File: src/sv/assert_macros.svh
// ----------------------------------------------------------------------------
// Assertion macros
// Shared concurrent assertion forms for the page run allocator.
// ----------------------------------------------------------------------------
`ifndef ASSERT_MACROS_SVH
`define ASSERT_MACROS_SVH

// same-cycle implication
`define TPRA_ASSERT_IMP(lbl, clk, rstn, ante, cons) \
    lbl: assert property (@(posedge clk) disable iff (!(rstn)) (ante) |-> (cons)) \
        else $error("assertion failed: implication");

// next-cycle implication
`define TPRA_ASSERT_NXT(lbl, clk, rstn, ante, cons) \
    lbl: assert property (@(posedge clk) disable iff (!(rstn)) (ante) |=> (cons)) \
        else $error("assertion failed: next-cycle implication");

`endif

File: src/sv/tpra_pkg.sv
// ----------------------------------------------------------------------------
// tpra_pkg
// Types, constants and helpers of the two-pool page run allocator.
// ----------------------------------------------------------------------------
package tpra_pkg;

    localparam int POOL_PAGES = 1024;
    localparam int PAGE_W     = 36;
    localparam int CNT_W      = 11;
    localparam int IDX_W      = $clog2(POOL_PAGES);
    localparam int WORD_W     = 32;
    localparam int OFF_W      = $clog2(WORD_W);
    localparam int WORDS      = POOL_PAGES / WORD_W;
    localparam int WADDR_W    = $clog2(WORDS);
    localparam int CHUNK      = 8;
    localparam int CHUNK_W    = $clog2(CHUNK);
    localparam int CSEL_W     = $clog2(WORD_W / CHUNK);
    localparam int CFG_IDX_W  = 2;

    // register indexes
    localparam logic [CFG_IDX_W-1:0] CFG_KBASE  = 2'd0;
    localparam logic [CFG_IDX_W-1:0] CFG_KTOTAL = 2'd1;
    localparam logic [CFG_IDX_W-1:0] CFG_UBASE  = 2'd2;
    localparam logic [CFG_IDX_W-1:0] CFG_UTOTAL = 2'd3;

    // commands
    localparam logic CMD_ALLOC = 1'b0;
    localparam logic CMD_FREE  = 1'b1;

    // result status codes
    localparam logic [1:0] ST_OK       = 2'd0;
    localparam logic [1:0] ST_NO_PAGES = 2'd1;
    localparam logic [1:0] ST_OUTSIDE  = 2'd2;
    localparam logic [1:0] ST_NOT_USED = 2'd3;

    typedef struct packed {
        logic              command;
        logic              from_user_pool;
        logic              panic_on_fail;
        logic [CNT_W-1:0]  page_count;
        logic [PAGE_W-1:0] page_number;
    } in_item_t;

    typedef struct packed {
        logic [1:0]        status;
        logic [PAGE_W-1:0] granted_page;
        logic              panic;
    } out_item_t;

    // controller -> datapath
    typedef struct packed {
        logic       load;
        logic       alloc_setup;
        logic       free_setup;
        logic       rmw_setup;
        logic       rmw_set;
        logic       scan_step;
        logic       next_word;
        logic       rmw_check;
        logic       rmw_write;
        logic       res_set;
        logic [1:0] res_status;
        logic       res_grant;
        logic       res_panic;
        logic       out_load;
    } ctl_cmd_t;

    // datapath -> controller
    typedef struct packed {
        logic cnt_zero;
        logic is_free;
        logic page_zero;
        logic too_big;
        logic hit_any;
        logic fits;
        logic scan_hit;
        logic chunk_last;
        logic scan_end;
        logic rmw_last;
        logic rmw_bad;
        logic out_free;
    } dp_stat_t;

    // page total saturates at the pool capacity
    function automatic logic [CNT_W-1:0] pool_size(input logic [CNT_W-1:0] total);
        if (total > CNT_W'(POOL_PAGES)) begin
            return CNT_W'(POOL_PAGES);
        end
        return total;
    endfunction

endpackage

File: src/sv/two_pool_page_run_allocator.sv
// ----------------------------------------------------------------------------
// two_pool_page_run_allocator
// First-fit bitmap page allocator with a kernel pool and a user pool.
// ----------------------------------------------------------------------------
//  channel   ports                          moves
//  s_        s_valid / s_ready / s_item     request item (allocate or free)
//  m_        m_valid / m_ready / m_item     result item, one per request
//  cfg_      cfg_wr_en / cfg_index / data   pool base and size registers
//
//  One item at a time. Allocate reads each bitmap word and scans it in four
//  8-page steps, then marks each word of the run with a read and a write.
//  Free reads and checks each word of the range, then reads and clears each.
//  Bitmaps are all-used after reset through per-word valid flops; no sweep.
//  The next item is taken while a result waits in the output register.
// ----------------------------------------------------------------------------
module two_pool_page_run_allocator (
    input  logic                           aclk,
    input  logic                           aresetn,
    input  logic                           cfg_wr_en,
    input  logic [tpra_pkg::CFG_IDX_W-1:0] cfg_index,
    input  logic [tpra_pkg::PAGE_W-1:0]    cfg_wdata,
    input  logic                           s_valid,
    output logic                           s_ready,
    input  tpra_pkg::in_item_t             s_item,
    output logic                           m_valid,
    input  logic                           m_ready,
    output tpra_pkg::out_item_t            m_item
);
    import tpra_pkg::*;

`include "assert_macros.svh"

    ctl_cmd_t cmd;
    dp_stat_t stat;

    // sequencer
    tpra_ctrl u_ctrl (
        .aclk    (aclk),
        .aresetn (aresetn),
        .s_valid (s_valid),
        .s_ready (s_ready),
        .stat    (stat),
        .cmd     (cmd)
    );

    // bitmaps, scanner and result register
    tpra_dp u_dp (
        .aclk      (aclk),
        .aresetn   (aresetn),
        .cfg_wr_en (cfg_wr_en),
        .cfg_index (cfg_index),
        .cfg_wdata (cfg_wdata),
        .s_item    (s_item),
        .m_ready   (m_ready),
        .m_valid   (m_valid),
        .m_item    (m_item),
        .cmd       (cmd),
        .stat      (stat)
    );

    // a granted page only comes with an ok status
    `TPRA_ASSERT_IMP(a_grant_ok, aclk, aresetn,
        m_valid && (m_item.status != ST_OK), m_item.granted_page == '0)
    // panic only on an out-of-pages result
    `TPRA_ASSERT_IMP(a_panic_nop, aclk, aresetn,
        m_valid && m_item.panic, m_item.status == ST_NO_PAGES)
    // one item in flight: an accepted item closes the input
    `TPRA_ASSERT_NXT(a_one_item, aclk, aresetn, s_valid && s_ready, !s_ready)

endmodule

File: src/sv/tpra_ctrl.sv
// ----------------------------------------------------------------------------
// tpra_ctrl
// Sequencer for allocate and free items: decode, scan, check, mark or clear, result.
// ----------------------------------------------------------------------------
module tpra_ctrl (
    input  logic               aclk,
    input  logic               aresetn,
    input  logic               s_valid,
    output logic               s_ready,
    input  tpra_pkg::dp_stat_t stat,
    output tpra_pkg::ctl_cmd_t cmd
);
    import tpra_pkg::*;

    localparam logic [3:0] S_IDLE = 4'd0;
    localparam logic [3:0] S_DEC  = 4'd1;
    localparam logic [3:0] S_FFIT = 4'd2;
    localparam logic [3:0] S_ACHK = 4'd3;
    localparam logic [3:0] S_SRD  = 4'd4;
    localparam logic [3:0] S_SCHK = 4'd5;
    localparam logic [3:0] S_MSET = 4'd6;
    localparam logic [3:0] S_CRD  = 4'd7;
    localparam logic [3:0] S_CDO  = 4'd8;
    localparam logic [3:0] S_WRD  = 4'd9;
    localparam logic [3:0] S_WDO  = 4'd10;
    localparam logic [3:0] S_FIN  = 4'd11;

    logic [3:0] state_reg, state_next;

    always_ff @(posedge aclk) begin
        if (!aresetn) begin
            state_reg <= S_IDLE;
        end else begin
            state_reg <= state_next;
        end
    end

    assign s_ready = (state_reg == S_IDLE);

    always_comb begin
        state_next = state_reg;
        cmd        = '0;
        case (state_reg)
            S_IDLE: begin
                if (s_valid) begin
                    cmd.load   = 1'b1;
                    state_next = S_DEC;
                end
            end
            S_DEC: begin
                if (stat.cnt_zero || (stat.is_free && stat.page_zero)) begin
                    cmd.res_set    = 1'b1;
                    cmd.res_status = ST_OK;
                    state_next     = S_FIN;
                end else if (stat.is_free) begin
                    cmd.free_setup = 1'b1;
                    state_next     = S_FFIT;
                end else begin
                    cmd.alloc_setup = 1'b1;
                    state_next      = S_ACHK;
                end
            end
            S_FFIT: begin
                if (!stat.hit_any || !stat.fits) begin
                    cmd.res_set    = 1'b1;
                    cmd.res_status = ST_OUTSIDE;
                    state_next     = S_FIN;
                end else begin
                    cmd.rmw_setup = 1'b1;
                    state_next    = S_CRD;
                end
            end
            S_ACHK: begin
                if (stat.too_big) begin
                    cmd.res_set    = 1'b1;
                    cmd.res_status = ST_NO_PAGES;
                    cmd.res_panic  = 1'b1;
                    state_next     = S_FIN;
                end else begin
                    state_next = S_SRD;
                end
            end
            S_SRD: state_next = S_SCHK;
            S_SCHK: begin
                cmd.scan_step = 1'b1;
                if (stat.scan_hit) begin
                    state_next = S_MSET;
                end else if (stat.chunk_last) begin
                    if (stat.scan_end) begin
                        cmd.res_set    = 1'b1;
                        cmd.res_status = ST_NO_PAGES;
                        cmd.res_panic  = 1'b1;
                        state_next     = S_FIN;
                    end else begin
                        cmd.next_word = 1'b1;
                        state_next    = S_SRD;
                    end
                end
            end
            S_MSET: begin
                cmd.rmw_setup = 1'b1;
                cmd.rmw_set   = 1'b1;
                state_next    = S_WRD;
            end
            S_CRD: state_next = S_CDO;
            S_CDO: begin
                if (stat.rmw_last) begin
                    if (stat.rmw_bad) begin
                        cmd.res_set    = 1'b1;
                        cmd.res_status = ST_NOT_USED;
                        state_next     = S_FIN;
                    end else begin
                        cmd.rmw_setup = 1'b1;
                        state_next    = S_WRD;
                    end
                end else begin
                    cmd.rmw_check = 1'b1;
                    cmd.next_word = 1'b1;
                    state_next    = S_CRD;
                end
            end
            S_WRD: state_next = S_WDO;
            S_WDO: begin
                cmd.rmw_write = 1'b1;
                if (stat.rmw_last) begin
                    cmd.res_set    = 1'b1;
                    cmd.res_status = ST_OK;
                    cmd.res_grant  = !stat.is_free;
                    state_next     = S_FIN;
                end else begin
                    cmd.next_word = 1'b1;
                    state_next    = S_WRD;
                end
            end
            S_FIN: begin
                if (stat.out_free) begin
                    cmd.out_load = 1'b1;
                    state_next   = S_IDLE;
                end
            end
            default: state_next = S_IDLE;
        endcase
    end

endmodule

File: src/sv/tpra_dp.sv
// ----------------------------------------------------------------------------
// tpra_dp
// Registers, bitmap memory, run scanner and range mark/check logic.
// ----------------------------------------------------------------------------
module tpra_dp (
    input  logic                          aclk,
    input  logic                          aresetn,
    input  logic                          cfg_wr_en,
    input  logic [tpra_pkg::CFG_IDX_W-1:0] cfg_index,
    input  logic [tpra_pkg::PAGE_W-1:0]   cfg_wdata,
    input  tpra_pkg::in_item_t            s_item,
    input  logic                          m_ready,
    output logic                          m_valid,
    output tpra_pkg::out_item_t           m_item,
    input  tpra_pkg::ctl_cmd_t            cmd,
    output tpra_pkg::dp_stat_t            stat
);
    import tpra_pkg::*;

    // configuration
    logic [PAGE_W-1:0] kbase_reg, ubase_reg;
    logic [CNT_W-1:0]  ktotal_reg, utotal_reg;

    // item and working registers
    in_item_t            item_reg;
    logic                pool_reg;
    logic [CNT_W-1:0]    size_reg;
    logic [PAGE_W-1:0]   base_reg;
    logic [IDX_W-1:0]    start_reg;
    logic [CNT_W:0]      end_reg;
    logic                hit_reg;
    logic [WADDR_W-1:0]  wptr_reg;
    logic [CSEL_W-1:0]   chunk_reg;
    logic [CNT_W-1:0]    run_reg;
    logic                set_reg;
    logic                bad_reg;
    logic [1:0]          res_status_reg;
    logic                res_grant_reg;
    logic                res_panic_reg;
    out_item_t           out_reg;
    logic                m_valid_reg;

    // bitmap store: both pools, a row valid bit reads unwritten rows as all used
    logic [WORD_W-1:0]   mem [2*WORDS];
    logic [2*WORDS-1:0]  row_valid_reg;
    logic [WORD_W-1:0]   rd_raw_reg;
    logic                rd_valid_reg;
    logic [WADDR_W:0]    addr;
    logic [WORD_W-1:0]   word;

    assign addr = {pool_reg, wptr_reg};
    assign word = rd_valid_reg ? rd_raw_reg : '1;

    // free lookup
    logic [CNT_W-1:0]  ksize, usize;
    logic              k_hit, u_hit;
    logic [PAGE_W-1:0] page;

    assign page  = item_reg.page_number;
    assign ksize = pool_size(ktotal_reg);
    assign usize = pool_size(utotal_reg);
    assign k_hit = (page >= kbase_reg) &&
                   ({1'b0, page} < ({1'b0, kbase_reg} + (PAGE_W+1)'(ksize)));
    assign u_hit = (page >= ubase_reg) &&
                   ({1'b0, page} < ({1'b0, ubase_reg} + (PAGE_W+1)'(usize)));

    // run scan over one chunk of the current word
    logic [CHUNK-1:0] cbits;
    logic [CNT_W-1:0] run_v, idx_v, g;
    logic             hit_v, used;

    assign cbits = word[chunk_reg*CHUNK +: CHUNK];

    always_comb begin
        run_v = run_reg;
        hit_v = 1'b0;
        idx_v = '0;
        g     = '0;
        used  = 1'b0;
        for (int k = 0; k < CHUNK; k++) begin
            g    = CNT_W'({wptr_reg, chunk_reg, CHUNK_W'(0)}) + CNT_W'(k);
            used = cbits[k] || (g >= size_reg);
            if (!hit_v) begin
                if (used) begin
                    run_v = '0;
                end else begin
                    run_v = run_v + CNT_W'(1);
                    if (run_v == item_reg.page_count) begin
                        hit_v = 1'b1;
                        idx_v = g + CNT_W'(1) - item_reg.page_count;
                    end
                end
            end
        end
    end

    // range mask of the current word
    logic [WORD_W-1:0] mask;
    logic [CNT_W:0]    gm;
    logic [CNT_W:0]    end_m1;
    logic [CNT_W:0]    next_base;

    always_comb begin
        mask = '0;
        gm   = '0;
        for (int j = 0; j < WORD_W; j++) begin
            gm      = (CNT_W+1)'({wptr_reg, OFF_W'(j)});
            mask[j] = (gm >= (CNT_W+1)'(start_reg)) && (gm < end_reg);
        end
    end

    assign end_m1    = end_reg - (CNT_W+1)'(1);
    assign next_base = (CNT_W+1)'({(WADDR_W+1)'(wptr_reg) + (WADDR_W+1)'(1), OFF_W'(0)});

    // status to the controller
    always_comb begin
        stat.cnt_zero   = (item_reg.page_count == '0);
        stat.is_free    = (item_reg.command == CMD_FREE);
        stat.page_zero  = (page == '0);
        stat.too_big    = (item_reg.page_count > size_reg);
        stat.hit_any    = hit_reg;
        stat.fits       = ((CNT_W+1)'(start_reg) + (CNT_W+1)'(item_reg.page_count))
                          <= (CNT_W+1)'(size_reg);
        stat.scan_hit   = hit_v;
        stat.chunk_last = (chunk_reg == '1);
        stat.scan_end   = (next_base >= (CNT_W+1)'(size_reg));
        stat.rmw_last   = (wptr_reg == end_m1[IDX_W-1:OFF_W]);
        stat.rmw_bad    = bad_reg || ((word & mask) != mask);
        stat.out_free   = !m_valid_reg || m_ready;
    end

    // memory
    always_ff @(posedge aclk) begin
        rd_raw_reg <= mem[addr];
        if (cmd.rmw_write) begin
            mem[addr] <= set_reg ? (word | mask) : (word & ~mask);
        end
    end

    always_ff @(posedge aclk) begin
        if (!aresetn) begin
            row_valid_reg <= '0;
            rd_valid_reg  <= 1'b0;
        end else begin
            rd_valid_reg <= row_valid_reg[addr];
            if (cmd.rmw_write) begin
                row_valid_reg[addr] <= 1'b1;
            end
        end
    end

    // configuration registers
    always_ff @(posedge aclk) begin
        if (!aresetn) begin
            kbase_reg  <= '0;
            ktotal_reg <= '0;
            ubase_reg  <= '0;
            utotal_reg <= '0;
        end else if (cfg_wr_en) begin
            case (cfg_index)
                CFG_KBASE:  kbase_reg  <= cfg_wdata;
                CFG_KTOTAL: ktotal_reg <= cfg_wdata[CNT_W-1:0];
                CFG_UBASE:  ubase_reg  <= cfg_wdata;
                CFG_UTOTAL: utotal_reg <= cfg_wdata[CNT_W-1:0];
                default: ;
            endcase
        end
    end

    // working registers
    always_ff @(posedge aclk) begin
        if (cmd.load) begin
            item_reg <= s_item;
        end
        if (cmd.alloc_setup) begin
            pool_reg  <= item_reg.from_user_pool;
            size_reg  <= item_reg.from_user_pool ? usize : ksize;
            base_reg  <= item_reg.from_user_pool ? ubase_reg : kbase_reg;
            wptr_reg  <= '0;
            chunk_reg <= '0;
            run_reg   <= '0;
        end
        if (cmd.free_setup) begin
            hit_reg   <= k_hit || u_hit;
            pool_reg  <= !k_hit;
            size_reg  <= k_hit ? ksize : usize;
            base_reg  <= k_hit ? kbase_reg : ubase_reg;
            start_reg <= k_hit ? IDX_W'(page - kbase_reg) : IDX_W'(page - ubase_reg);
        end
        if (cmd.scan_step) begin
            chunk_reg <= chunk_reg + CSEL_W'(1);
            run_reg   <= run_v;
            if (hit_v) begin
                start_reg <= idx_v[IDX_W-1:0];
            end
        end
        if (cmd.rmw_check) begin
            bad_reg <= stat.rmw_bad;
        end
        if (cmd.next_word) begin
            wptr_reg <= wptr_reg + WADDR_W'(1);
        end
        if (cmd.rmw_setup) begin
            wptr_reg <= start_reg[IDX_W-1:OFF_W];
            end_reg  <= (CNT_W+1)'(start_reg) + (CNT_W+1)'(item_reg.page_count);
            set_reg  <= cmd.rmw_set;
            bad_reg  <= 1'b0;
        end
        if (cmd.res_set) begin
            res_status_reg <= cmd.res_status;
            res_grant_reg  <= cmd.res_grant;
            res_panic_reg  <= cmd.res_panic && item_reg.panic_on_fail;
        end
    end

    // result register
    always_ff @(posedge aclk) begin
        if (!aresetn) begin
            m_valid_reg <= 1'b0;
        end else if (cmd.out_load) begin
            m_valid_reg <= 1'b1;
        end else if (m_ready) begin
            m_valid_reg <= 1'b0;
        end
    end

    always_ff @(posedge aclk) begin
        if (cmd.out_load) begin
            out_reg.status       <= res_status_reg;
            out_reg.granted_page <= res_grant_reg ?
                                    (base_reg + PAGE_W'(start_reg)) : '0;
            out_reg.panic        <= res_panic_reg;
        end
    end

    assign m_valid = m_valid_reg;
    assign m_item  = out_reg;

endmodule
File: config.mk
export PLATFORM = sky130hd
export DESIGN_NAME = two_pool_page_run_allocator
export DESIGN_NICKNAME = d
export VERILOG_FILES = /design/src/sv/tpra_pkg.sv /design/src/sv/two_pool_page_run_allocator.sv /design/src/sv/tpra_ctrl.sv /design/src/sv/tpra_dp.sv
export VERILOG_INCLUDE_DIRS = /design/src /design/src/sv
export SDC_FILE = /design/constraint.sdc
export NUM_CORES = 2
export LEC_CHECK = 0
export BUFFER_PORTS_ARGS = -buffer_cell sky130_fd_sc_hd__buf_4
export CAP_MARGIN = 5
export CORE_AREA = 4 4 508 510
export CTS_BUF_LIST = sky130_fd_sc_hd__clkbuf_8
export DETAILED_ROUTE_END_ITERATION = 8
export DIE_AREA = 0 0 512 514
export PLACE_DENSITY = 0.62
export SYNTH_ARGS = -nofsm -noshare
export SYNTH_HDL_FRONTEND = slang
export SYNTH_HIERARCHICAL = 1
export SYNTH_SLANG_ARGS = --single-unit
File: constraint.sdc
create_clock -name aclk -period 24.5 [get_ports aclk]
set_input_delay 1.225 -clock aclk [delete_from_list [all_inputs] [get_ports aclk]]
set_output_delay 1.225 -clock aclk [all_outputs]
set_load 0.03 [all_outputs]
Word-level counts from Yosys, hierarchy flattened:

Memory sizes are Yosys's and may differ from the RTL's. A register that Yosys moved wholly into a read port is not among the register bits.
Index checks and enable logic that the tools add are counted.
Widths: inputs -> output; s select.

* register bits after elaboration: 348
* output and inout port bits: 41
* bits in writable memories: 2048
* logic and storage cells: 405
* memories kept: 1
* bits of input ports: 93

* $add $sub $neg: 40
* shift operators: 1
* bitwise operators: 5
* mux-type cells: 148
* order comparisons: 83
* reduce and logical (&&, ||, !) cells: 69
* equality and inequality tests: 28

Memory list
* u_dp.mem: words 64, bits a word 32, rd ports 1, clocked after memory_dff 1, write ports 1, line tpra_dp.sv:44 `logic [WORD_W-1:0] mem [2*WORDS];`

Operators with widths (number)
* $lt 10x12->1: 32
* $ge 10x10->1: 32
* $mux 11: 25
* $mux 10: 27
* $mux 36: 4
* $sub 10x10->10: 10
* $add 11x1->11 const B: 8
* $eq 11x11->1: 8
* $ge 11x11->1: 8
* $add 36x11->37: 2
* $lt 36x37->1: 2
* $ge 36x36->1: 2
* $add 10x1->10 const B: 7
* $and 32x32->32: 2
* $mux 32: 2
* $or 64x64->64: 1
* $mux 1: 55
* $pmux 4 s12: 1
* $add 10x3->11 const B: 4
* $mux 4: 10
* $logic_and 1x1->1: 37
* $add 36x10->36: 1
* $logic_not 36->1: 1
* $ne 32x32->1: 1
* 42 further kinds: 92

Logic depth before layout (Yosys ltp):

* depth after elaboration: 31
* mapped depth: 62
* depth with buffers taken out: 56

Modules after synthesis:

Netlist, hierarchy kept.

By module, submodules not included
* tpra_dp: times used 1, seq. area each 70757.9 um^2, area each 105576.3 um^2, cells an instance 7635
* tpra_ctrl: times used 1, seq. area each 80.1 um^2, area each 670.6 um^2, cells an instance 95

Least setup slack after synthesis:

No wires, ideal clock.

* kind: register to register
* start point: register u_dp.wptr_reg[0]
* end point: register u_dp.wptr_reg[0] (enable)
* path slack: 11948 ps
* cell stages (with the launch flop): 57
* setup time: 279 ps
* buffers on the path: 10
* data required time: 24221 ps
* arrival time: 12273 ps
* clock period less this slack: 12552 ps
* cell sequence: edfxtp_1 -> inv_1 -> ha_1 -> and4b_1 -> buf_2 -> and3_1 -> buf_2 -> nor2_4 -> o2111ai_4 -> nor4_4 -> buf_4 -> clkbuf_1 -> and2_1 -> a21o_1 -> ha_1 -> clkbuf_1 -> nand3_1 -> nor4_1 -> [21 not listed] -> o211ai_2 -> and3_4 -> buf_2 -> nor4_1 -> or2_2 -> ha_1 -> inv_1 -> or4_1 -> o211a_1 -> nor4_1 -> xor2_1 -> nand4b_1 -> or4_4 -> nand2_1 -> buf_4 -> nor3b_1 -> o2bb2ai_1 -> or3_1

RTL lines
* start: declaration: line tpra_dp.sv:32 `logic [WADDR_W-1:0] wptr_reg;`
* start signal: assignment: line tpra_dp.sv:201 `wptr_reg <= wptr_reg + WADDR_W'(1);`
* start signal: assignment: line tpra_dp.sv:204 `wptr_reg <= start_reg[IDX_W-1:OFF_W];`

==> run_results.csv <==
group,metric,value,unit
critical_path,crit_arrival,16.79,ns
synthesis,synth_cells,7730,
global_routing,use_met2,39.9,%
critical_path,end_kind,"flip-flop",
global_routing,use_met3,4.63,%
synthesis,synth_top_family_by_area,"compound AO/OA/AOI/OAI gates",
critical_path,critPathKind,"reg -> reg",
synthesis,synthAdderAreaFrac,3.42,%
floorplanning,core,0.253,mm^2
synthesis,synth.avg_cell_area,13.7,um^2
timing,rsz0062_at_grt,"no",
detailed_routing,wl_per_cell,29.0,um
critical_path,path_common_cell,"ha_1",
critical_path,start_kind,"flip-flop",
detailed_routing,viasPerCell,6.21,
critical_path,max_stage_delay,0.99,ns
place,gp_congestion,0.928,
timing,hold_viol,0,
run,cap_violations,0,
floorplanning,initial_core_util,41.9,%
cells_and_area,syn_to_final_growth,12.7,%
timing,period_share,66.0,%
timing,hold_ws,0.439,ns
clocking,htreeDepth,5,
synthesis,syn_area,0.106,mm^2
synthesis,synth_edf_count,2221,
cells_and_area,final_cell_count_no_fill,11700,
synthesis,ys_ff_latch,2428,
synthesis,synth_commonest_cells,"edfxtp_1, a22oi_1, nand2_1",
detailed_routing,drc,0,
global_routing,busiest_layer,"met2",
detailed_routing,vias,72600,
synthesis,yosysWarnings,6,
global_routing,grt_max_degree,110,
global_routing,grt_remaining_overflow,0,
timing,setup_violations,0,
floorplanning,io_pins,134,
outcome,status,"completed",
power_and_ir_drop,powerDensity,111,mW/mm^2
place,hpwl,202000,um
critical_path,required,25.11,ns
timing,worstMarginPinSlew,1.20,ns
synthesis,synthesis.nets,8107,
critical_path,crit_fanout,20,
floorplanning,row_count,185,
synthesis,ys_async_sr_fraction,0,%
power_and_ir_drop,finalPower,0.0133,W
floorplanning,die_h,514,um
floorplanning,die_width,512,um
clocking,cts_root_buffer,"clkbuf_8",
synthesis,synth_compound_area_share,16.9,%
worst_hold_path,hold_class,"reg -> reg",
clocking,post_cts_buffers,0,
timing,tns,0,ns
synthesis,yosysSeqAreaShare,66.7,%
detailed_routing,drt-total-wl,339000,um
timing,final_max_slew_viol_count,0,
detailed_routing,postRouteAntennaNets,0,
timing,fmax,61.8,MHz
detailed_routing,drt_iter0_drc,7993,
global_routing,use_met1,34.7,%
clocking,cts_resized,0,
global_routing,grt_usage,24.9,%
synthesis,yosys.area_share.simple,7.62,%
synthesis,synth-xor-area-share,1.93,%
timing,relSlewSlack,19.7,%
detailed_routing,drtPass1Iterations,6,
synthesis,synth_top_area_cell,"edfxtp_1",
synthesis,synth.most_common_cell,"edfxtp_1",
synthesis,synth_area_leaders,"edfxtp_1, a22oi_1, dfxtp_1",
global_routing,grt_pass1_vias,70700,
power_and_ir_drop,leakagePower,37.8,nW
clocking,clock_latency,1.03,ns
cells_and_area,nNetsFinal,8379,
timing,clock_skew,0.155,ns
synthesis,ys.flop_type,"edfxtp_1",
clocking,cts_tree,"yes",
synthesis,muxShareOfSynthArea,0.974,%
clocking,clk_pin_slew,0.06,ns
place,dp_cells,11000,
timing,period_needed,16.18,ns
synthesis,netlist-cell-type-count,131,
clocking,cts_buffers,386,
clocking,ctsLongestPathBuffers,4,
clocking,cts_hold_buf,0,
power_and_ir_drop,ir_drop,107,uV
cells_and_area,layout-drive-gt1-share,13.4,%
global_routing,grt_pass1_wl,492000,um
synthesis,yosysTopAreaCellShare,62.8,%
floorplanning,dieArea,0.263,mm^2
cells_and_area,largest_register_ffs,2048,
clocking,cts_sinks,2428,
critical_path,slowest_stage,"o32ai_1",
global_routing,antenna_found_initial,7,
place,port_buffers,133,
==> path summary, 6_finish.rpt <==
check	start	cells after the start	endpoint	slack [ns]
worst max-delay path	u_dp/wptr_reg[3]$_DFFE_PP_	43	u_dp/wptr_reg[0]$_DFFE_PP_	8.32
worst min-delay path	u_dp/res_status_reg[0]$_DFFE_PP_	0	u_dp/m_item[37]$_DFFE_PP_	0.44
worst max register to register	u_dp/wptr_reg[3]$_DFFE_PP_	43	u_dp/wptr_reg[0]$_DFFE_PP_	8.32
worst min register to register	u_dp/res_status_reg[0]$_DFFE_PP_	0	u_dp/m_item[37]$_DFFE_PP_	0.44
==> worst max-delay path: cells and delay by family (launching register included) <==
family	cells	cell delay, ns
xor gates and xnor gates	2	0.42
buffers and inverters	1	0.08
muxes	1	0.45
and+or+nand+nor	20	7.90
AOI/OAI and AO/OA	14	4.23
adders and majority gates	5	2.11
DFF	1	0.69
==> per-stage QoR <==
stage	area, um^2	worst slack [ns]	utilization [%]
final	120000	8.32	47.2
after global routing	120000	7.42	47.2
after CTS	120000	8.60	47.2
after detailed placement	112000	8.63	44.3
after global placement	112000	8.93	44.3
after floorplan	106000	11.95	-
==> cells in the final DEF (no fill, tap or decap), types with 59 or more instances in the layout <==
cell type,count
nand3_1,124
inv_1,339
edfxtp_1,2221
clkbuf_8,420
a21boi_0,96
nand2_1,440
clkinv_1,80
xnor2_1,176
o21ai_0,178
nor2b_1,72
a221oi_1,88
a41oi_1,151
a22o_1,82
dfxtp_1,206
a22oi_1,906
and2_1,59
a21oi_1,267
nor2_1,224
a31oi_1,108
nor4_1,95
nor2_4,69
o21a_1,81
buf_4,325
ha_1,273
nor3_1,93
nand4_1,113
a21o_1,94
==> cell type report <==
type                    instances  area, um^2
diodes                          7        17.5
well taps                    3366        4210
inverters                     221         830
repair buffers                339        2710
clock inverters               277        1520
clock buffers                 420        5780
flip-flops and latches       2428       70800
multi-input cells            4626       33800
fillers                     22100      134000
==> metal layers <==
layer / up-vias / share of wire [%]
li1: 31500 / -
met1: 36700 / 42
met2: 3759 / 46
met3: 579 / 9.1
met4: 2 / 2.8
met5: - / 0.0038
==> power breakdown <==
group	total (W)	switching (W)	internal (W)
registers	0.00565	0.000218	0.00544
logic	0.00432	0.00314	0.00119
clock network	0.00329	0.00160	0.00169
==> logic make-up after synthesis <==
family,Yosys count
multiplexers,89
AND/OR/NAND/NOR,1584
adder cells (fa/ha/maj),284
buffers and inverters,676
XOR/XNOR,230
AO/OA/AOI/OAI,2439
flip-flops,2428
Power figures use the tool's default switching activity.
